### config.mk
export PLATFORM = sky130hd
export DESIGN_NAME = cmc_queue
export DESIGN_NICKNAME = d
export VERILOG_FILES = /design/src/design/cmc_pkg.sv /design/src/design/cmc_queue.sv
export SDC_FILE = /design/constraint.sdc
export NUM_CORES = 1
export LEC_CHECK = 0
export BUFFER_PORTS_ARGS = -buffer_cell sky130_fd_sc_hd__clkbuf_2
export CORE_MARGIN = 1
export CORE_UTILIZATION = 59
export CTS_CLUSTER_SIZE = 20
export DETAILED_ROUTE_END_ITERATION = 7
export GPL_ROUTABILITY_DRIVEN = 0
export GPL_TIMING_DRIVEN = 0
export MAX_ROUTING_LAYER = met4
export PLACE_DENSITY = 0.87
export SYNTH_ARGS = -nofsm -noshare
export SYNTH_HDL_FRONTEND = slang
export SYNTH_SLANG_ARGS = --single-unit
### constraint.sdc
create_clock -name clk -period 3.3 [get_ports clk]
set_input_delay 0.165 -clock clk [delete_from_list [all_inputs] [get_ports clk]]
set_output_delay 0.165 -clock clk [all_outputs]
set_load 0.05 [all_outputs]
### src/design/cmc_pkg.sv
// ============================================================================
// cmc_pkg : shared types and constants of the confusion matrix counter
// Opcodes, command format between front and back, result codes and
// back-end states.
// ============================================================================
package cmc_pkg;

  // Fixed field widths on the ports
  localparam int SCORE_IN_W  = 32;
  localparam int CLASS_W     = 4;
  localparam int COUNT_OUT_W = 32;

  // Cell address in a command; wide enough for the largest supported table (64 x 64)
  localparam int CELL_ADDR_W = 12;

  // Command queue between front and back
  localparam int QUEUE_DEPTH = 4;
  localparam int QPTR_W      = 2;

  typedef enum logic [1:0] {
    OP_PAIR  = 2'd0,
    OP_READ  = 2'd1,
    OP_CLEAR = 2'd2,
    OP_RSVD  = 2'd3
  } opcode_t;

  typedef enum logic [1:0] {
    CMD_CLASSIFY = 2'd0,
    CMD_READ     = 2'd1,
    CMD_CLEAR    = 2'd2
  } cmd_kind_t;

  typedef enum logic {
    RES_CLASSIFY = 1'b0,
    RES_READ     = 1'b1
  } result_kind_t;

  typedef enum logic [1:0] {
    ST_OK       = 2'd0,
    ST_MISMATCH = 2'd1,
    ST_RANGE    = 2'd2
  } status_t;

  typedef enum logic {
    BK_IDLE = 1'b0,
    BK_LOOK = 1'b1
  } back_state_t;

  // One table operation as handed from front to back
  typedef struct packed {
    cmd_kind_t              kind;
    logic                   fault;       // length mismatch or read out of range
    logic                   is_correct;
    logic [CLASS_W-1:0]     target_class;
    logic [CLASS_W-1:0]     predicted_class;
    logic [CELL_ADDR_W-1:0] addr;
  } cmd_t;

endpackage

### src/design/cmc_queue.sv
// ============================================================================
// cmc_queue : command queue between front and back
// Small FIFO of table commands so intake and table work stall apart.
// ============================================================================
module cmc_queue (
  input  logic          clk,
  input  logic          rst,
  input  logic          push,
  input  cmc_pkg::cmd_t push_cmd,
  output logic          full,
  input  logic          pop,
  output cmc_pkg::cmd_t head,
  output logic          empty
);

  cmc_pkg::cmd_t               slots [cmc_pkg::QUEUE_DEPTH];
  logic [cmc_pkg::QPTR_W-1:0]  wr_ptr;
  logic [cmc_pkg::QPTR_W-1:0]  rd_ptr;
  logic [cmc_pkg::QPTR_W:0]    fill;

  assign full  = (fill == (cmc_pkg::QPTR_W + 1)'(cmc_pkg::QUEUE_DEPTH));
  assign empty = (fill == '0);
  assign head  = slots[rd_ptr];

  // Storage
  always_ff @(posedge clk) begin
    if (push) begin
      slots[wr_ptr] <= push_cmd;
    end
  end

  // Pointers and fill level
  always_ff @(posedge clk) begin
    if (rst) begin
      wr_ptr <= '0;
      rd_ptr <= '0;
      fill   <= '0;
    end else begin
      if (push) begin
        wr_ptr <= wr_ptr + 1'b1;
      end
      if (pop) begin
        rd_ptr <= rd_ptr + 1'b1;
      end
      unique case ({push, pop})
        2'b10:   fill <= fill + 1'b1;
        2'b01:   fill <= fill - 1'b1;
        default: fill <= fill;
      endcase
    end
  end

endmodule

Word-level counts from Yosys, hierarchy flattened. Memory sizes are Yosys's and may differ from the RTL's. A register that Yosys moved wholly into a read port is not among the register bits. Index checks and enable logic that the tools add are counted.

Memories kept: 1. Output and inout bits: 26. Bits in registers: 7. Input bits: 28. RAM bits: 96. Logic and storage cells: 18.

Memories: slots (words 4, bits a word 24, read ports 1, clocked after Yosys merged registers in 1, write ports 1, line cmc_queue.sv:16) `cmc_pkg::cmd_t slots [cmc_pkg::QUEUE_DEPTH];`.

Equality and inequality tests: 3. Add/sub/neg operators: 4. Multiplexer cells: 5. Reductions and logical operators: 2.

Operators by type and width (count): $pmux 3 s2 (1); $add 2x1->2 const B (2); $mux 2 (2); $add 3x1->3 const B (1); $eq 3x3->1 const B (1); $logic_not 3->1 (1); $sub 3x1->3 const B (1); $eq 2x1->1 const B (1); $eq 2x2->1 const B (1); $mux 1 (2); $reduce_bool 2->1 (1).

Longest topological paths before layout.
Depth after elaboration: 3. Depth in mapped cells: 7. Mapped depth without buffers: 7.

Worst setup path after synthesis. Ideal clock, no wire load.

Kind: register -> output. Start: register fill[1] in the netlist's numbering. End: output port empty. Path slack: 1738 ps. Required time: 3135 ps. Stages on the path, launching flop included: 2. Arrival time: 1397 ps. Path buffers: 0. Path through: dfxtp_1 nor3_1.

Longest elaborated chain between the ends: 1.

RTL lines: start, declared (line cmc_queue.sv:19) `logic [cmc_pkg::QPTR_W:0] fill;`; start signal, assigned (line cmc_queue.sv:46) `2'b10: fill <= fill + 1'b1;`; start signal, assigned (line cmc_queue.sv:47) `2'b01: fill <= fill - 1'b1;`; start signal, assigned (line cmc_queue.sv:48) `default: fill <= fill;`; $logic_not 3->1 (line cmc_queue.sv:22) `assign empty = (fill == '0);`; end, declared (line cmc_queue.sv:13) `output logic empty`.

Every way passes these cells.

==> flow_summary_export.csv <==
group,metric,value,unit
timing,fmax,501,MHz
clocking,ctsHoldBuffers,0,
clocking,cts_resized,0,
worst_setup_path,crit_fanout,10,
layout,final_common_cell,"edfxtp_1",
timing,finalSetupViolations,0,
layout,drive_gt1_share,38.2,%
layout,fillCellCount,390,
routing,drt-total-wl,5800,um
power_and_ir_drop,vdd_ir_drop_max,0.437,mV
layout,post-route-util,70.7,%
synthesis,synth_cells,173,
layout,num_antenna_cells,0,
worst_setup_path,endpoint_kind,"output port",
clocking,clk-insertion-delay-late,360,ps
routing,routedWlPerCell,18.2,um
floorplanning,die_area,7000,um^2
global_route,antenna_found_initial,0,
timing,tns,0,ps
timing,fin_skew,9.94,ps
job,maxCapViolations,0,
synthesis,ys_seq_area_share,77.8,%
worst_setup_path,cp.required,3130,ps
run_status,status,"complete, no violations",
global_route,grt_max_degree,25,
routing,via_per_inst,5.58,
worst_setup_path,path_class,"reg -> out",
floorplanning,die_height,83.7,um
synthesis,synth-seq-cells,105,
power_and_ir_drop,p_leak,1.58,nW
timing,finalCriticalPeriod,2000,ps
place,numPortBuffers,52,
routing,ant_nets,0,
clocking,cts_inserted_buffers,9,
synthesis,yosys_warnings,0,
clocking,clkTransAtPathRegs,100,ps
worst_hold_path,hold_path_class,"in -> reg",
global_route,gr-usage-all-layers,18.7,%
global_route,grt_overflow_total,0,
clocking,cts_setup_buffers,0,
timing,rsz0062_at_grt,"false",
clocking,cts_tree,"done",
synthesis,synth_nets,207,
synthesis,synth_area,3940,um^2
floorplanning,core_area,6390,um^2
worst_setup_path,cp-start-kind,"flip-flop",
worst_hold_path,min_path_cells,1,
layout,mostFrequentLayoutCells,"edfxtp_1, clkbuf_2, mux4_2, dfxtp_1, clkbuf_8",
timing,worstMarginPinSlew,1240,ps
clocking,cts-root-buf,"clkbuf_8",
routing,via_count,1773,
routing,first_iter_violations,112,
floorplanning,ios,54,
global_route,grt_pass1_wl,9160,um
timing,drv_slew,0,
clocking,cts.path.max_buffers,2,
global_route,grt_pass1_vias,1791,
timing,timing.final.crit_share,60.5,%
floorplanning,rows,29,
layout,synthToLayoutAreaGrowth,14.6,%
floorplanning,fp.dieW,83.7,um
layout,fin_nets,270,
worst_setup_path,crit_arrival,1830,ps
synthesis,synth_cell_types,22,
place,dp_hpwl,3660,um
floorplanning,start_util,61.7,%
synthesis,syn_avg_cell_area,22.8,um^2
power_and_ir_drop,powerDensity,627,nW/um^2
clocking,numClockSinks,105,
routing,first_pass_iters,4,
timing,slew_headroom,17.6,%
worst_setup_path,reg2regPathDepth,3,
routing,drc,0,
clocking,htreeDepth,3,
timing,finalHoldViolCount,0,
through the flow:
stage / power [mW] / hold WS, ps / setup WS (ps) / area [um^2] / std cells
finish: 2.83 / 21.5 / 1300 / 4510 / 318
global route: 2.92 / 4.13 / 1160 / 4510 / 318
CTS: 2.85 / 7.20 / 1250 / 4510 / 318
detailed placement: 2.02 / 388 / 1340 / 4290 / 302
global placement: 2.01 / 381 / 1390 / 4290 / 302
floorplan: 1.91 / 264 / 1740 / 3940 / 173
final timing paths:
check / from / endpoint / slack (ps)
worst min-delay path: push_cmd[0] / slots[0][0]$_DFFE_PP_ / 20
worst max register to register: wr_ptr[0]$_SDFFE_PP0P_ / slots[0][1]$_DFFE_PP_ / 1390
worst min register to register: fill[2]$_SDFFE_PP0P_ / fill[2]$_SDFFE_PP0P_ / 510
worst max-delay path: flip-flop / head[20] / 1300
cell families (layout without fill, tap and decap cells):
| family | count (synthesis) | count (layout) | share of synthesized area [%] |
|---|---|---|---|
| simple gates | 16 | 16 | 1.94 |
| flops | 105 | 105 | 77.8 |
| xor+xnor | 5 | 5 | 1.11 |
| compound gates | 3 | 3 | 0.381 |
| buf+inv | 13 | 81 | 2.32 |
| fa+ha+maj | 6 | 6 | 2.10 |
| mux | 25 | 25 | 14.4 |
registers in the layout, summed over array words and instances (netlist names), named ones only:
name / count
fill: 3
wr_ptr: 2
rd_ptr: 2
slots: 96
area by class of cell:
type,instances,area (um^2),share of cell area [%]
sequential,105,3060,67.9
tap,77,96.3,2.14
buffer,7,68.8,1.53
clock buffer,9,124,2.75
timing repair buffer,52,260,5.77
inverter,6,22.5,0.499
clock inverter,7,93.8,2.08
multi-input combinational,55,783,17.4
metal layers:
metal,share of wire (%),global-route usage [%],up-vias
met1,42,23.6,876
li1,-,-,826
met4,2.6,9.86,0
met2,52,29.4,55
met3,3.8,3.46,16
met5,0,-,-
synthesized netlist by cell type:
master	count	area (um^2)
buf_2	2	10.0
inv_1	6	22.5
and3_1	1	6.26
xor2_1	3	26.3
nand2_1	1	3.75
buf_6	1	11.3
and2_1	4	25.0
nor3_1	1	5.00
mux2i_1	1	10.0
ha_1	5	62.6
mux4_2	20	450
nor2_1	8	30.0
clkbuf_1	2	7.51
a21oi_1	2	10.0
o21ai_0	1	5.00
dfxtp_1	9	180
xnor2_1	2	17.5
fa_1	1	20.0
mux4_1	4	105
buf_12	2	40.0
edfxtp_1	96	2880
or3_1	1	6.26
report_power, final:
part / leakage (nW) / internal [mW] / switching, mW
combinational: 0.520 / 0.140 / 0.304
clock: 0.107 / 0.427 / 0.416
sequential: 0.956 / 1.52 / 0.0204
total: 1.58 / 2.09 / 0.740
worst max-delay path, stage by stage, from the launching register on:
cell	delay (ps)
dfxtp_1	310
clkbuf_1	230
buf_2	320
mux4_2	360
clkbuf_2	250
No activity file was read; power rests on OpenSTA's default activity.
