===== src/design/cmc_pkg.sv =====
// ============================================================================
// cmc_pkg : shared types and constants of the confusion matrix counter
// Opcodes, command format between front and back, result codes and
// back-end states.
// ============================================================================
package cmc_pkg;

  // Fixed field widths on the ports
  localparam int SCORE_IN_W  = 32;
  localparam int CLASS_W     = 4;
  localparam int COUNT_OUT_W = 32;

  // Cell address in a command; wide enough for the largest supported table (64 x 64)
  localparam int CELL_ADDR_W = 12;

  // Command queue between front and back
  localparam int QUEUE_DEPTH = 4;
  localparam int QPTR_W      = 2;

  typedef enum logic [1:0] {
    OP_PAIR  = 2'd0,
    OP_READ  = 2'd1,
    OP_CLEAR = 2'd2,
    OP_RSVD  = 2'd3
  } opcode_t;

  typedef enum logic [1:0] {
    CMD_CLASSIFY = 2'd0,
    CMD_READ     = 2'd1,
    CMD_CLEAR    = 2'd2
  } cmd_kind_t;

  typedef enum logic {
    RES_CLASSIFY = 1'b0,
    RES_READ     = 1'b1
  } result_kind_t;

  typedef enum logic [1:0] {
    ST_OK       = 2'd0,
    ST_MISMATCH = 2'd1,
    ST_RANGE    = 2'd2
  } status_t;

  typedef enum logic {
    BK_IDLE = 1'b0,
    BK_LOOK = 1'b1
  } back_state_t;

  // One table operation as handed from front to back
  typedef struct packed {
    cmd_kind_t              kind;
    logic                   fault;       // length mismatch or read out of range
    logic                   is_correct;
    logic [CLASS_W-1:0]     target_class;
    logic [CLASS_W-1:0]     predicted_class;
    logic [CELL_ADDR_W-1:0] addr;
  } cmd_t;

endpackage


===== src/design/cmc_if.sv =====
// ============================================================================
// cmc_if : channel interfaces of the confusion matrix counter
// Input item channel, result channel and register write channel, each
// with valid/ready handshake.
// ============================================================================

// Input item channel
interface cmc_in_if;
  logic                                  valid;
  logic                                  ready;
  logic [1:0]                            opcode;
  logic signed [cmc_pkg::SCORE_IN_W-1:0] predicted_score;
  logic signed [cmc_pkg::SCORE_IN_W-1:0] target_score;
  logic                                  last_element;
  logic [3:0]                            read_row;
  logic [3:0]                            read_col;

  modport source (output valid, opcode, predicted_score, target_score, last_element,
                  read_row, read_col, input ready);
  modport sink   (input valid, opcode, predicted_score, target_score, last_element,
                  read_row, read_col, output ready);
endinterface


// Register write channel
interface cmc_cfg_if;
  logic       valid;
  logic       ready;
  logic [4:0] num_classes;

  modport source (output valid, num_classes, input ready);
  modport sink   (input valid, num_classes, output ready);
endinterface


===== src/design/cmc_front.sv =====
// ============================================================================
// cmc_front : item intake and classification
// Tracks the running argmax of both score vectors, checks lengths and read
// ranges, and turns each item that needs the table into a queued command.
// ============================================================================
module cmc_front #(
  parameter int MAX_CLASSES = 16,
  parameter int SCORE_WIDTH = 32
) (
  input  logic          clk,
  input  logic          rst,
  cmc_in_if.sink        sample,
  cmc_cfg_if.sink       cfg,
  input  logic          q_full,
  output logic          push,
  output cmc_pkg::cmd_t push_cmd
);

  // Pair counter saturates one past the largest class count
  localparam int CW  = $clog2(MAX_CLASSES + 2);
  localparam int CAP = MAX_CLASSES + 1;
  localparam logic [6:0] MAXC = 7'(MAX_CLASSES);
  localparam logic [cmc_pkg::CELL_ADDR_W-1:0] ROW_STRIDE =
    cmc_pkg::CELL_ADDR_W'(MAX_CLASSES);

  logic [4:0]                    num_classes;
  logic [CW-1:0]                 elem;
  logic [CW-1:0]                 elem_inc;
  logic signed [SCORE_WIDTH-1:0] best_p;
  logic signed [SCORE_WIDTH-1:0] best_t;
  logic signed [SCORE_WIDTH-1:0] sc_p;
  logic signed [SCORE_WIDTH-1:0] sc_t;
  logic [CW-1:0]                 best_p_idx;
  logic [CW-1:0]                 best_t_idx;
  logic [CW-1:0]                 p_idx_new;
  logic [CW-1:0]                 t_idx_new;
  logic                          first;
  logic                          take_p;
  logic                          take_t;
  logic                          accept;
  logic                          pair_acc;
  logic                          nc_ok;
  logic                          len_bad;
  logic                          read_bad;
  logic [6:0]                    count_w;
  logic [6:0]                    nc_w;
  logic [6:0]                    row_w;
  logic [6:0]                    col_w;

  // Handshakes
  assign sample.ready = !q_full;
  assign cfg.ready    = 1'b1;
  assign accept       = sample.valid && sample.ready;
  assign pair_acc     = accept &&
                        (cmc_pkg::opcode_t'(sample.opcode) == cmc_pkg::OP_PAIR);

  // Class count register
  always_ff @(posedge clk) begin
    if (rst) begin
      num_classes <= 5'd2;
    end else if (cfg.valid) begin
      num_classes <= cfg.num_classes;
    end
  end

  // Argmax compare: strict greater, so ties keep the earlier index
  always_comb begin
    sc_p      = SCORE_WIDTH'(sample.predicted_score);
    sc_t      = SCORE_WIDTH'(sample.target_score);
    first     = (elem == '0);
    take_p    = first || (sc_p > best_p);
    take_t    = first || (sc_t > best_t);
    p_idx_new = take_p ? elem : best_p_idx;
    t_idx_new = take_t ? elem : best_t_idx;
    elem_inc  = (elem < CW'(CAP)) ? CW'(elem + 1'b1) : elem;
  end

  // Length and range checks
  always_comb begin
    count_w  = 7'(elem_inc);
    nc_w     = 7'(num_classes);
    row_w    = 7'(sample.read_row);
    col_w    = 7'(sample.read_col);
    nc_ok    = (nc_w != 7'd0) && (nc_w <= MAXC);
    len_bad  = !nc_ok || (count_w != nc_w) ||
               (7'(t_idx_new) >= MAXC) || (7'(p_idx_new) >= MAXC);
    read_bad = !nc_ok || (row_w >= nc_w) || (col_w >= nc_w) ||
               (row_w >= MAXC) || (col_w >= MAXC);
  end

  // Running argmax state
  always_ff @(posedge clk) begin
    if (rst) begin
      elem <= '0;
    end else if (pair_acc) begin
      elem <= sample.last_element ? '0 : elem_inc;
    end
  end

  always_ff @(posedge clk) begin
    if (pair_acc) begin
      best_p     <= take_p ? sc_p : best_p;
      best_t     <= take_t ? sc_t : best_t;
      best_p_idx <= p_idx_new;
      best_t_idx <= t_idx_new;
    end
  end

  // Command build
  always_comb begin
    push     = 1'b0;
    push_cmd = '0;
    if (accept) begin
      unique case (cmc_pkg::opcode_t'(sample.opcode))
        cmc_pkg::OP_PAIR: begin
          if (sample.last_element) begin
            push                     = 1'b1;
            push_cmd.kind            = cmc_pkg::CMD_CLASSIFY;
            push_cmd.fault           = len_bad;
            push_cmd.is_correct      = (t_idx_new == p_idx_new);
            push_cmd.target_class    = cmc_pkg::CLASS_W'(t_idx_new);
            push_cmd.predicted_class = cmc_pkg::CLASS_W'(p_idx_new);
            push_cmd.addr = cmc_pkg::CELL_ADDR_W'(t_idx_new) * ROW_STRIDE +
                            cmc_pkg::CELL_ADDR_W'(p_idx_new);
          end
        end
        cmc_pkg::OP_READ: begin
          push           = 1'b1;
          push_cmd.kind  = cmc_pkg::CMD_READ;
          push_cmd.fault = read_bad;
          push_cmd.addr  = cmc_pkg::CELL_ADDR_W'(sample.read_row) * ROW_STRIDE +
                           cmc_pkg::CELL_ADDR_W'(sample.read_col);
        end
        cmc_pkg::OP_CLEAR: begin
          push          = 1'b1;
          push_cmd.kind = cmc_pkg::CMD_CLEAR;
        end
        cmc_pkg::OP_RSVD: begin
          push = 1'b0;
        end
      endcase
    end
  end

endmodule


===== src/flat_wrapper.sv =====
// flat-port wrapper written by rule: the top's interface ports become plain ports
module cmc_front_flat 
#(
  parameter int MAX_CLASSES = 16,
  parameter int SCORE_WIDTH = 32
)
  (clk, rst, q_full, push, push_cmd, sample_valid, sample_opcode, sample_predicted_score, sample_target_score, sample_last_element, sample_read_row, sample_read_col, sample_ready, cfg_valid, cfg_num_classes, cfg_ready);
  cmc_in_if sample_i ();
  cmc_cfg_if cfg_i ();
  input  logic clk;
  input  logic rst;
  input  logic q_full;
  output logic push;
  output cmc_pkg::cmd_t push_cmd;
  input wire logic [$bits(sample_i.valid)-1:0] sample_valid;
  input wire logic [$bits(sample_i.opcode)-1:0] sample_opcode;
  input wire logic [$bits(sample_i.predicted_score)-1:0] sample_predicted_score;
  input wire logic [$bits(sample_i.target_score)-1:0] sample_target_score;
  input wire logic [$bits(sample_i.last_element)-1:0] sample_last_element;
  input wire logic [$bits(sample_i.read_row)-1:0] sample_read_row;
  input wire logic [$bits(sample_i.read_col)-1:0] sample_read_col;
  output wire logic [$bits(sample_i.ready)-1:0] sample_ready;
  input wire logic [$bits(cfg_i.valid)-1:0] cfg_valid;
  input wire logic [$bits(cfg_i.num_classes)-1:0] cfg_num_classes;
  output wire logic [$bits(cfg_i.ready)-1:0] cfg_ready;
  assign sample_i.valid = sample_valid;
  assign sample_i.opcode = sample_opcode;
  assign sample_i.predicted_score = sample_predicted_score;
  assign sample_i.target_score = sample_target_score;
  assign sample_i.last_element = sample_last_element;
  assign sample_i.read_row = sample_read_row;
  assign sample_i.read_col = sample_read_col;
  assign sample_ready = sample_i.ready;
  assign cfg_i.valid = cfg_valid;
  assign cfg_i.num_classes = cfg_num_classes;
  assign cfg_ready = cfg_i.ready;
  cmc_front #(.MAX_CLASSES(MAX_CLASSES), .SCORE_WIDTH(SCORE_WIDTH)) u_core (.clk(clk), .rst(rst), .sample(sample_i), .cfg(cfg_i), .q_full(q_full), .push(push), .push_cmd(push_cmd));
endmodule

===== config.mk =====
export PLATFORM = sky130hd
export DESIGN_NAME = cmc_front_flat
export DESIGN_NICKNAME = d
export VERILOG_FILES = /design/src/design/cmc_pkg.sv /design/src/design/cmc_if.sv /design/src/design/cmc_front.sv /design/src/flat_wrapper.sv
export SDC_FILE = /design/constraint.sdc
export NUM_CORES = 1
export LEC_CHECK = 0
export ABC_AREA = 1
export BUFFER_PORTS_ARGS = -buffer_cell sky130_fd_sc_hd__buf_2
export CAP_MARGIN = 20
export CORE_MARGIN = 4
export CORE_UTILIZATION = 35
export DETAILED_ROUTE_END_ITERATION = 7
export PLACE_DENSITY = 0.56
export SYNTH_ARGS = -nofsm -noshare
export SYNTH_HDL_FRONTEND = slang
export SYNTH_SLANG_ARGS = --single-unit
export TNS_END_PERCENT = 10

===== constraint.sdc =====
create_clock -name clk -period 5.36 [get_ports clk]
set_input_delay 1.072 -clock clk [delete_from_list [all_inputs] [get_ports clk]]
set_output_delay 1.072 -clock clk [all_outputs]
set_load 0.02 [all_outputs]

## Word-level counts from Yosys, hierarchy flattened

Index checks and enable logic that the tools add are counted.

- Flip-flop bits (word level): 84
- Latch bits: 0
- Bits in writable memories: 0
- Memory bits (read-only): 0
- Output and inout bits: 27
- Word-level logic and storage cells: 53
- Memories kept: 0

- Add/subtract/negate cells: 3
- Multipliers: 0
- Div/mod/pow operators: 0
- Magnitude comparators: 8
- Eq/ne operators: 5
- Shift operators: 0
- Multiplexer cells: 13
- Bitwise logic cells: 0
- Reductions and logical operators: 18

Operators by type and width:

| kind | count |
|---|---|
| greater-than comparator 32 bit | 2 |
| two-way mux 24 bit | 1 |
| case mux 12 bit (2 select lines) | 1 |
| two-way mux 22 bit | 1 |
| two-way mux 5 bit | 4 |
| adder 9 x 5 -> 10 bit | 1 |
| greater-or-equal comparator 4 x 5 -> 1 bit | 2 |
| greater-or-equal comparator 5 bit (second input constant) | 2 |
| adder 8 x 4 -> 9 bit | 1 |
| two-way mux 9 bit | 1 |
| logical OR 1 bit | 7 |
| case mux 2 bit (3 select lines) | 1 |
| adder 5 x 1 -> 5 bit (second input constant) | 1 |
| equality test 5 bit | 1 |
| less-or-equal comparator 5 bit (second input constant) | 1 |
| logical NOT 5 bit | 1 |
| less-than comparator 5 bit (second input constant) | 1 |
| != test 5 bit | 1 |
| nonzero test 5 bit | 1 |
| equality test 2 bit (second input constant) | 2 |
| AND reduction 2 bit | 2 |
| logical AND 1 bit | 3 |
| case mux 1 bit (3 select lines) | 1 |
| equality test 2 x 1 -> 1 bit (second input constant) | 1 |
| 5 further kinds | 7 |

## Logic depth before layout (Yosys ltp)

Gate-level depths: netlist of run 1.

- Word-level depth: 9
- Depth in mapped cells: 25
- Depth with buffers taken out: 25

## Worst setup path after synthesis of run 1

Ideal clock, no wire load.

- Path kind: input to output
- Start point: input sample_target_score[31]
- End point: output push_cmd[6] (netlist name)
- Arrival: 3.464 ns
- Data required time: 4.288 ns
- Slack: 0.824 ns
- Stages: 18
- Cells stage by stage: ha_1 > nand2_1 > nor2_2 > nand2_2 > nor3b_2 > nand2_1 > nand2_1 > nand2_1 > nand3_2 > buf_6 > nand3b_1 > nand2_2 > inv_1 > ha_1 > ha_1 > nand2_1 > nand2_1 > o21ai_0

RTL lines:

| element | RTL line | source |
|---|---|---|
| from (decl) | flat_wrapper.sv:18 | `input wire logic [$bits(sample_i.target_score)-1:0] sample_target_score;` |
| to (decl) | flat_wrapper.sv:14 | `output cmc_pkg::cmd_t push_cmd;` |

==> results.json, run 1 <==
{
  "outcome": "completed",
  "slowest_stage": "ha_1",
  "synth_top_area_share_pct": 41.04,
  "power_density_nw_per_um2": 236.7,
  "p_leak_nw": 3.246,
  "clock_path_buffers": 2,
  "synth.area.top_cells": "edfxtp_1 41%, ha_1 18%, nand2_1 10%, inv_1 8.2%, a21oi_1 3.8%",
  "crit_fanout": 12,
  "num-fill-cells": 1535,
  "dr_wl_met3_um": 525,
  "die_h_um": 132.4,
  "pre_cts_ws_ps": 332.5,
  "cts-root-buf": "clkbuf_16",
  "grt_max_degree": 33,
  "r2r_slack_ps": 2450,
  "slew_viol_final": 0,
  "holdBufCountCts": 0,
  "final_cell_mix": "149 x nand2_1, 118 x inv_1, 108 x buf_2",
  "crit_type": "in2out",
  "min_to": "u_core.elem[4]",
  "routabilityCongestion": 0.8720,
  "synthArstFlopShare_pct": 0,
  "reg2reg_from": "u_core.best_t[23]",
  "r2r-end": "u_core.best_t[20]",
  "grt_antenna_before_repair": 0,
  "io_buffers": 108,
  "crit_family": "simple AND/OR/NAND/NOR gates",
  "hold_class": "reg2reg",
  "ys.flop_type": "edfxtp_1",
  "cp.required_ps": 4290,
  "post-route-period-util_pct": 90.97,
  "finalSetupTns_ps": 0,
  "netlist_area_sq_um": 5415,
  "multi_input_area_sq_um": 2515,
  "cts_tree": "yes",
  "grt_pass1_vias": 4448,
  "rows": 45,
  "min_period_ps": 4876,
  "hold_viol": 0,
  "synth.distinct_cells": 36,
  "dr_wl_met2_mm": 5.591,
  "start_util_pct": 35.62,
  "maxCapViolCount": 0,
  "synth_top_cell_by_area": "edfxtp_1",
  "hold_start": "u_core.elem[4]",
  "dr_total_vias": 4241,
  "cp.arrival_ps": 3800,
  "finalSetupViolCount": 0,
  "drt_pass1_iterations": 4,
  "die_x_um": 132.4,
  "grt_use_total_pct": 13.81,
  "insertion_delay_ps": 340,
  "final_common_cell": "nand2_1",
  "vias_per_cell": 4.625,
  "drt_iter0_markers": 222,
  "critPathBufInv": 3,
  "irDropWorstVdd_mv": 0.1469,
  "register_area_sq_um": 2422,
  "cts_sinks": 84,
  "routed_wl_mm": 11.70,
  "clk_pin_slew_ps": 60,
  "grt_pass1_wl_mm": 19.78,
  "worst_hold_slack_ps": 477.0,
  "skew_ps": 6.577,
  "cts_max_level": 3,
  "cpMostUsedCell": "nand2_1",
  "hpwl_mm": 9.398,
  "gr-total-overflow": 0,
  "diodes": 0,
  "yosysWarnings": 0,
  "drive_gt1_share_pct": 19.07,
  "fmax_mhz": 205.1,
  "end_kind": "primary output",
  "postRouteAntennaNets": 0,
  "whs_path_depth": 2,
  "wire_per_inst_um": 12.75,
  "num_io_pins": 112,
  "finalPower_mw": 1.532,
  "numCtsBuffers": 9,
  "top_layer_used": "met4",
  "worstMarginPinSlew_ps": 1020,
  "worst_slack_ps": 483.8,
  "coreArea_sq_um": 15200,
  "dpl_cell_area_sq_um": 6160,
  "netlist_instances": 611,
  "synth_edf_count": 74,
  "rr_worst_depth": 10,
  "syn_to_final_growth_pct": 19.50,
  "design_area_sq_um": 6471,
  "rsz0062_at_grt": "false",
  "crit_chain": "buf_2, ha_1, nand2_1, nor2_1, nand3_1, nor3b_2, nand2_1, nand3_1, nand3_2, nand2_2, nand2_1, nand2_2, inv_1, ha_1, ha_1, nand2_1, nand2_1, o21ai_0, buf_2",
  "drc": 0,
  "cpPeakStageDelay_ps": 290,
  "start_kind": "input pin",
  "dieArea_sq_um": 17530,
  "syn_avg_cell_area_sq_um": 8.863,
  "layout.nets": 888,
  "slew_headroom_pct": 31.85,
  "seq_area_frac_synth_pct": 44.73,
  "ys_ff_latch": 84,
  "met1Wirelength_mm": 5.390
}
-- cell usage after synthesis (2+ instances only) --
master	count
nand3b_1	6
nand2_2	5
o21ai_1	2
nor2_2	2
nor2_1	40
xor2_1	5
a21boi_0	2
ha_1	79
edfxtp_1	74
nand4_1	7
dfxtp_1	10
o21ai_0	20
buf_4	3
a21o_1	2
a21oi_1	41
nand2_1	149
inv_1	118
nand3_2	4
conb_1	2
nand3_1	18
o21a_1	5
nor3_1	2
buf_6	2
-- worst max-delay path by stage --
stage / slack (ps) / to / cells past startpoint / start
after CTS: 320 / push_cmd[8] / 18 / sample_predicted_score[11]
after global routing: 120 / push_cmd[6] / 19 / sample_target_score[23]
after floorplan: 820 / push_cmd[6] / 18 / sample_target_score[31]
after global placement: 440 / push_cmd[8] / 20 / sample_predicted_score[5]
final: 480 / push_cmd[6] / 19 / sample_target_score[23]
after detailed placement: 330 / push_cmd[8] / 18 / sample_predicted_score[11]
-- timing repair --
action | CTS | global route
gates resized for setup | 0 | 1
buffers inserted | 0 | 0
endpoints found under the setup margin | 0 | 1
-- stage by stage --
stage               utilization [%]  instances
floorplan                         -        612
global placement              40.52        900
detailed placement            40.52        900
CTS                           42.39        916
global route                  42.57        917
finish                        42.57        917
-- registers in the layout, summed over array words and instances (netlist names) --
name and count:
u_core.best_p_idx 5, u_core.num_classes 5, u_core.best_t_idx 5, u_core.best_t 32, u_core.best_p 32, u_core.elem 5
-- layer usage --
layer,track usage [%],vias up
met5,0,-
met4,5.196,0
met3,3.817,17
met2,23.43,79
met1,16.73,1915
li1,-,2230
-- worst reg2reg max path: cells and delay by family, from the launching register on --
kind,cells,cell delay [ps]
AOI/OAI and AO/OA,1,900
adders and majority gates,1,280
buffers and inverters,1,40
DFF,1,330
and+or+nand+nor,7,950
-- cells by family after synthesis --
kind of cell    synth area share (%)
xor+xnor                      0.8087
compound gates                 8.087
flops                          44.73
simple gates                   18.67
buf+inv                        9.311
other cells                   0.1387
fa+ha+maj                      18.25
-- area by class of cell --
cell class	count	share of cell area, %
Multi-Input combinational cell	401	38.86
Sequential cell	84	37.43
Timing Repair Buffer	109	8.778
Inverter	119	6.903
Tap cell	188	3.635
Clock buffer	10	3.538
Clock inverter	6	0.8507
-- where the power goes --
| group | total [mW] | switching [mW] | internal (mW) |
|---|---|---|---|
| Clock | 0.605 | 0.249 | 0.356 |
| Combinational | 0.189 | 0.110 | 0.0783 |
| Sequential | 0.738 | 0.00646 | 0.732 |
Note: power is estimated with default switching activity, not from simulation.
==> inputs of run 2 (changes only) <==
Settings changed: CAP_MARGIN 20 to unset, CTS_BUF_LIST set to sky130_fd_sc_hd__clkbuf_4 sky130_fd_sc_hd__clkbuf_8.
==> run 2 against run 1 <==
  * Worst setup slack improved by 11 ps
  * Non-clock buffer count decreased by 1
  * Clock-buffer cell count unchanged
  * Critical path type unchanged
==> results.json, run 2 (synthesized netlist as in run 1, its figures left out) <==
{
  "outcome": "completed",
  "maxCapViolCount": 0,
  "syn_to_final_growth_pct": 17.19,
  "start_util_pct": 35.62,
  "coreArea_sq_um": 15200,
  "critPathBufInv": 3,
  "crit_type": "in2out",
  "end_kind": "primary output",
  "final_common_cell": "nand2_1",
  "crit_fanout": 12,
  "power_density_nw_per_um2": 216.9,
  "die_x_um": 132.4,
  "grt_antenna_before_repair": 0,
  "multi_input_area_sq_um": 2515,
  "cts-root-buf": "clkbuf_8",
  "gr-total-overflow": 0,
  "grt_max_degree": 33,
  "wire_per_inst_um": 12.77,
  "drc": 0,
  "routabilityCongestion": 0.8720,
  "final_cell_mix": "149 x nand2_1, 118 x inv_1, 108 x buf_2",
  "hold_viol": 0,
  "cp.required_ps": 4290,
  "slowest_stage": "ha_1",
  "clk_pin_slew_ps": 80,
  "finalPower_mw": 1.376,
  "grt_use_total_pct": 13.72,
  "skew_ps": 9.230,
  "min_period_ps": 4865,
  "num_io_pins": 112,
  "register_area_sq_um": 2422,
  "start_kind": "input pin",
  "insertion_delay_ps": 370,
  "cts_tree": "yes",
  "post_cts_buffers": 0,
  "cts_sinks": 84,
  "cpPeakStageDelay_ps": 290,
  "cpMostUsedCell": "nand2_1",
  "diodes": 0,
  "drt_pass1_iterations": 4,
  "p_comb_share_pct": 13.6,
  "worstMarginPinSlew_ps": 1043,
  "dieArea_sq_um": 17530,
  "die_h_um": 132.4,
  "design_area_sq_um": 6346,
  "postRouteAntennaNets": 0,
  "grt_pass1_vias": 4448,
  "slew_viol_final": 0,
  "rsz0062_at_grt": "false",
  "clock_path_buffers": 2,
  "reg.largest.list": "u_core.best_p (32), u_core.best_t (32)",
  "io_buffers": 108,
  "dpl_cell_area_sq_um": 6160,
  "cts_max_level": 3,
  "rows": 45,
  "fmax_mhz": 205.5,
  "switching_share_pct": 25.60,
  "hold_class": "reg2reg",
  "crit_family": "simple AND/OR/NAND/NOR gates",
  "num-fill-cells": 1547,
  "vias_per_cell": 4.624,
  "slew_headroom_pct": 30.33,
  "post-route-period-util_pct": 90.77,
  "drive_gt1_share_pct": 19.09,
  "p_clk_share_pct": 32.8,
  "numCtsBuffers": 9,
  "finalSetupViolCount": 0,
  "grt_pass1_wl_mm": 19.77,
  "p_seq_share_pct": 53.6,
  "cp.arrival_ps": 3790,
  "switching_power_mw": 0.3523,
  "irDropWorstVdd_mv": 0.1020,
  "dr_total_vias": 4236,
  "internal_power_mw": 1.024,
  "routed_wl_mm": 11.70,
  "hpwl_mm": 9.398,
  "finalSetupTns_ps": 0,
  "layout.nets": 887,
  "drt_iter0_markers": 210,
  "p_leak_nw": 3.192,
  "crit_chain": "buf_2, ha_1, nand2_1, nor2_1, nand3_1, nor3b_2, nand2_1, nand3_1, nand3_2, nand2_2, nand2_1, nand2_2, inv_1, ha_1, ha_1, nand2_1, nand2_1, o21ai_0, buf_2"
}
## run 2: cell types whose count changed in the layout (fill, tap and decap cells not counted)
| cell | change |
|---|---|
| clkbuf_8 | +9 |
| clkbuf_16 | -9 |
| clkbuf_4 | +1 |
| clkbuf_1 | -1 |
| buf_16 | -1 |
## run 2: worst reg2reg max path: stages (launching register included)
cell      delay, ps
edfxtp_1        340
inv_1            40
ha_1            280
nand2_1          70
nor2_1          180
nand3_1         110
nor3b_2         160
nand2_1          80
nand3_1          80
nand3_2         270
a21oi_4         910
## run 2: final timing paths
path / to / from / depth (start not counted) / slack [ps]
hold / removal: u_core.elem[4] / u_core.elem[4] / 2 / 480
setup / recovery: push_cmd[6] / sample_target_score[23] / 19 / 490
setup reg to reg: u_core.best_t[21] / u_core.best_t[23] / 10 / 2440
hold reg to reg: u_core.elem[4] / u_core.elem[4] / 2 / 480
## run 2: area by class of cell
type	instances	share of cell area (%)
multi-input combinational	401	39.63
sequential	84	38.17
timing repair buffer	108	8.517
inverter	119	7.039
tap	188	3.707
clock buffer	10	2.070
clock inverter	6	0.8675
## run 2: metrics by stage
| stage | worst slack [ps] | utilization (%) | std cells | hold slack [ps] |
|---|---|---|---|---|
| finish | 494.6 | 41.74 | 916 | 478.1 |
| global route | 127.7 | 41.74 | 916 | 504.5 |
| CTS | 322.6 | 41.74 | 916 | 481.7 |
| detailed placement | 332.5 | 40.52 | 900 | 469.3 |
| global placement | 442.1 | 40.52 | 900 | 459.8 |
| floorplan | 823.9 | - | 612 | 439.3 |
## run 2: power groups by stage
| stage | combinational (mW) | sequential [mW] | clock, mW |
|---|---|---|---|
| 2_1_floorplan | 0.121 | 0.751 | 0 |
| 3_3_place_gp | 0.182 | 0.752 | 0 |
| 3_5_place_dp | 0.190 | 0.753 | 0 |
| 4_1_cts | 0.191 | 0.737 | 0.472 |
| 5_1_grt | 0.220 | 0.739 | 0.501 |
| 6_report | 0.187 | 0.737 | 0.452 |
## run 2: repair_timing
| item | in CTS | in global routing |
|---|---|---|
| gates resized for setup | 0 | 1 |
| hold buffers | 0 | 0 |
| endpoints found under the setup margin | 0 | 1 |
## run 2: routing by layer
layer / routed length, um / GRT usage (%) / vias to the layer above
li1: - / - / 2224
met1: 5460 / 16.80 / 1908
met2: 5494 / 23.17 / 84
met3: 534 / 3.931 / 20
met4: 212 / 4.734 / 0
met5: 0 / 0 / -
==> inputs of run 3 (changes only) <==
Settings changed: CORE_MARGIN 4 to unset, CORE_UTILIZATION 35 to 44, PLACE_DENSITY 0.56 to 0.64.
==> run 3 against run 2 <==
  * Largest cell class unchanged
  * Critical path depth is the same
  * Total power about the same
  * Worst setup slack better by 50 ps
  * Highest routed layer unchanged
==> results.json, run 3 (synthesized netlist as in run 1, its figures left out) <==
{
  "cp.arrival_ps": 3740,
  "cts_tree": "yes",
  "p_clk_share_pct": 33.0,
  "reg.largest.list": "u_core.best_p (32), u_core.best_t (32)",
  "insertion_delay_ps": 370,
  "end_kind": "primary output",
  "holdBufCountCts": 0,
  "switching_power_mw": 0.3458,
  "gr-total-overflow": 0,
  "drt_iter0_markers": 218,
  "hpwl_mm": 8.336,
  "final_util_pct": 52.51,
  "die_x_um": 112.9,
  "num_io_pins": 112,
  "start_kind": "input pin",
  "crit_fanout": 12,
  "switching_share_pct": 25.11,
  "hold_viol": 0,
  "cp.required_ps": 4290,
  "post-route-period-util_pct": 89.83,
  "ctsResizeCount": 0,
  "grt_use_total_pct": 17.90,
  "coreArea_sq_um": 12010,
  "worst_hold_slack_ps": 471.4,
  "grt_pass1_vias": 4188,
  "routabilityCongestion": 0.8503,
  "crit_type": "in2out",
  "finalSetupViolCount": 0,
  "start_util_pct": 45.08,
  "io_buffers": 108,
  "maxCapViolCount": 0,
  "cts_max_level": 3,
  "drive_gt1_share_pct": 19.45,
  "internal_power_mw": 1.031,
  "p_leak_nw": 3.208,
  "drt_pass1_iterations": 4,
  "outcome": "completed",
  "worstMarginPinSlew_ps": 1061,
  "slew_headroom_pct": 29.10,
  "numCtsBuffers": 9,
  "dieArea_sq_um": 12760,
  "power_density_nw_per_um2": 218.3,
  "rsz0062_at_grt": "false",
  "wire_per_inst_um": 12.07,
  "grt_max_degree": 33,
  "clk_pin_slew_ps": 90,
  "min_period_ps": 4815,
  "post_cts_buffers": 0,
  "rows": 40,
  "fmax_mhz": 207.7,
  "finalSetupTns_ps": 0,
  "hold_class": "reg2reg",
  "dr_total_vias": 4240,
  "cts-root-buf": "clkbuf_8",
  "cts_sinks": 84,
  "die_h_um": 112.9,
  "routed_wl_mm": 10.58,
  "syn_to_final_growth_pct": 16.47,
  "final_cell_mix": "149 x nand2_1, 118 x inv_1, 108 x buf_2",
  "postRouteAntennaNets": 0,
  "irDropWorstVdd_mv": 0.1288,
  "final_common_cell": "nand2_1",
  "grt_antenna_before_repair": 0,
  "clock_path_buffers": 2,
  "layout.nets": 889,
  "p_seq_share_pct": 53.6,
  "grt_pass1_wl_mm": 18.16,
  "p_comb_share_pct": 13.5,
  "slew_viol_final": 0,
  "vias_per_cell": 4.835,
  "diodes": 0,
  "drc": 0,
  "skew_ps": 10.85
}
==> run 3: changes by cell type in the layout (fill, tap and decap cells not counted), sizes merged <==
cell,previous run,this run
clkbuf,10,11
buf,108,110
clkinvlp,1,0
==> run 3: cell type report <==
| cell class | instances | area [sq um] |
|---|---|---|
| clock buffer | 11 | 138.9 |
| clock inverter | 5 | 52.55 |
| fill | 1140 | 5704 |
| inverter | 119 | 446.7 |
| multi-input combinational | 401 | 2507 |
| sequential | 84 | 2422 |
| tap | 147 | 183.9 |
| timing repair buffer | 110 | 555.5 |
==> run 3: path summary, 6_finish.rpt <==
| check | startpoint | end | slack (ps) | cells past startpoint |
|---|---|---|---|---|
| setup reg to reg | u_core.best_p[19] | u_core.best_p[21] | 2450 | 11 |
| setup / recovery | sample_target_score[23] | push_cmd[6] | 550 | 19 |
| hold / removal | u_core.elem[4] | u_core.elem[4] | 470 | 2 |
| hold reg to reg | u_core.elem[4] | u_core.elem[4] | 470 | 2 |
==> run 3: metal layers <==
layer	wire [um]	part of all wire (%)	up-vias	track usage [%]
met1	4941	47	1898	22.07
met3	438	4.1	19	3.482
met4	228	2.2	0	8.421
li1	-	-	2227	-
met2	4974	47	96	30.33
met5	0	0	-	0
==> run 3: per-stage QoR <==
stage                     area [sq um]  worst slack (ps)  instances  total power [mW]
after floorplan                   5419             823.9        612            0.8723
after global placement            6116             602.8        861            0.9313
after detailed placement          6116             501.7        861            0.9393
after CTS                         6307             498.8        877             1.395
final                             6307             545.0        877             1.377
after global routing              6307             196.7        877             1.450
==> run 3: worst max-delay path: stages <==
cell	delay, ps
buf_2	110
ha_1	290
nand2_1	70
nor2_1	180
nand3_1	110
nor3b_2	160
nand2_1	80
nand3_1	90
nand3_2	260
nand2_2	200
nand2_1	90
nand2_2	90
inv_1	60
ha_1	220
ha_1	230
nand2_1	80
nand2_1	40
o21ai_0	150
buf_2	180
==> run 3: power groups by stage <==
stage | logic, mW | clock network, mW | registers [mW]
after floorplan | 0.121 | 0 | 0.751
final | 0.185 | 0.454 | 0.737
after global routing | 0.219 | 0.492 | 0.739
after CTS | 0.188 | 0.470 | 0.737
after detailed placement | 0.187 | 0 | 0.752
after global placement | 0.180 | 0 | 0.752
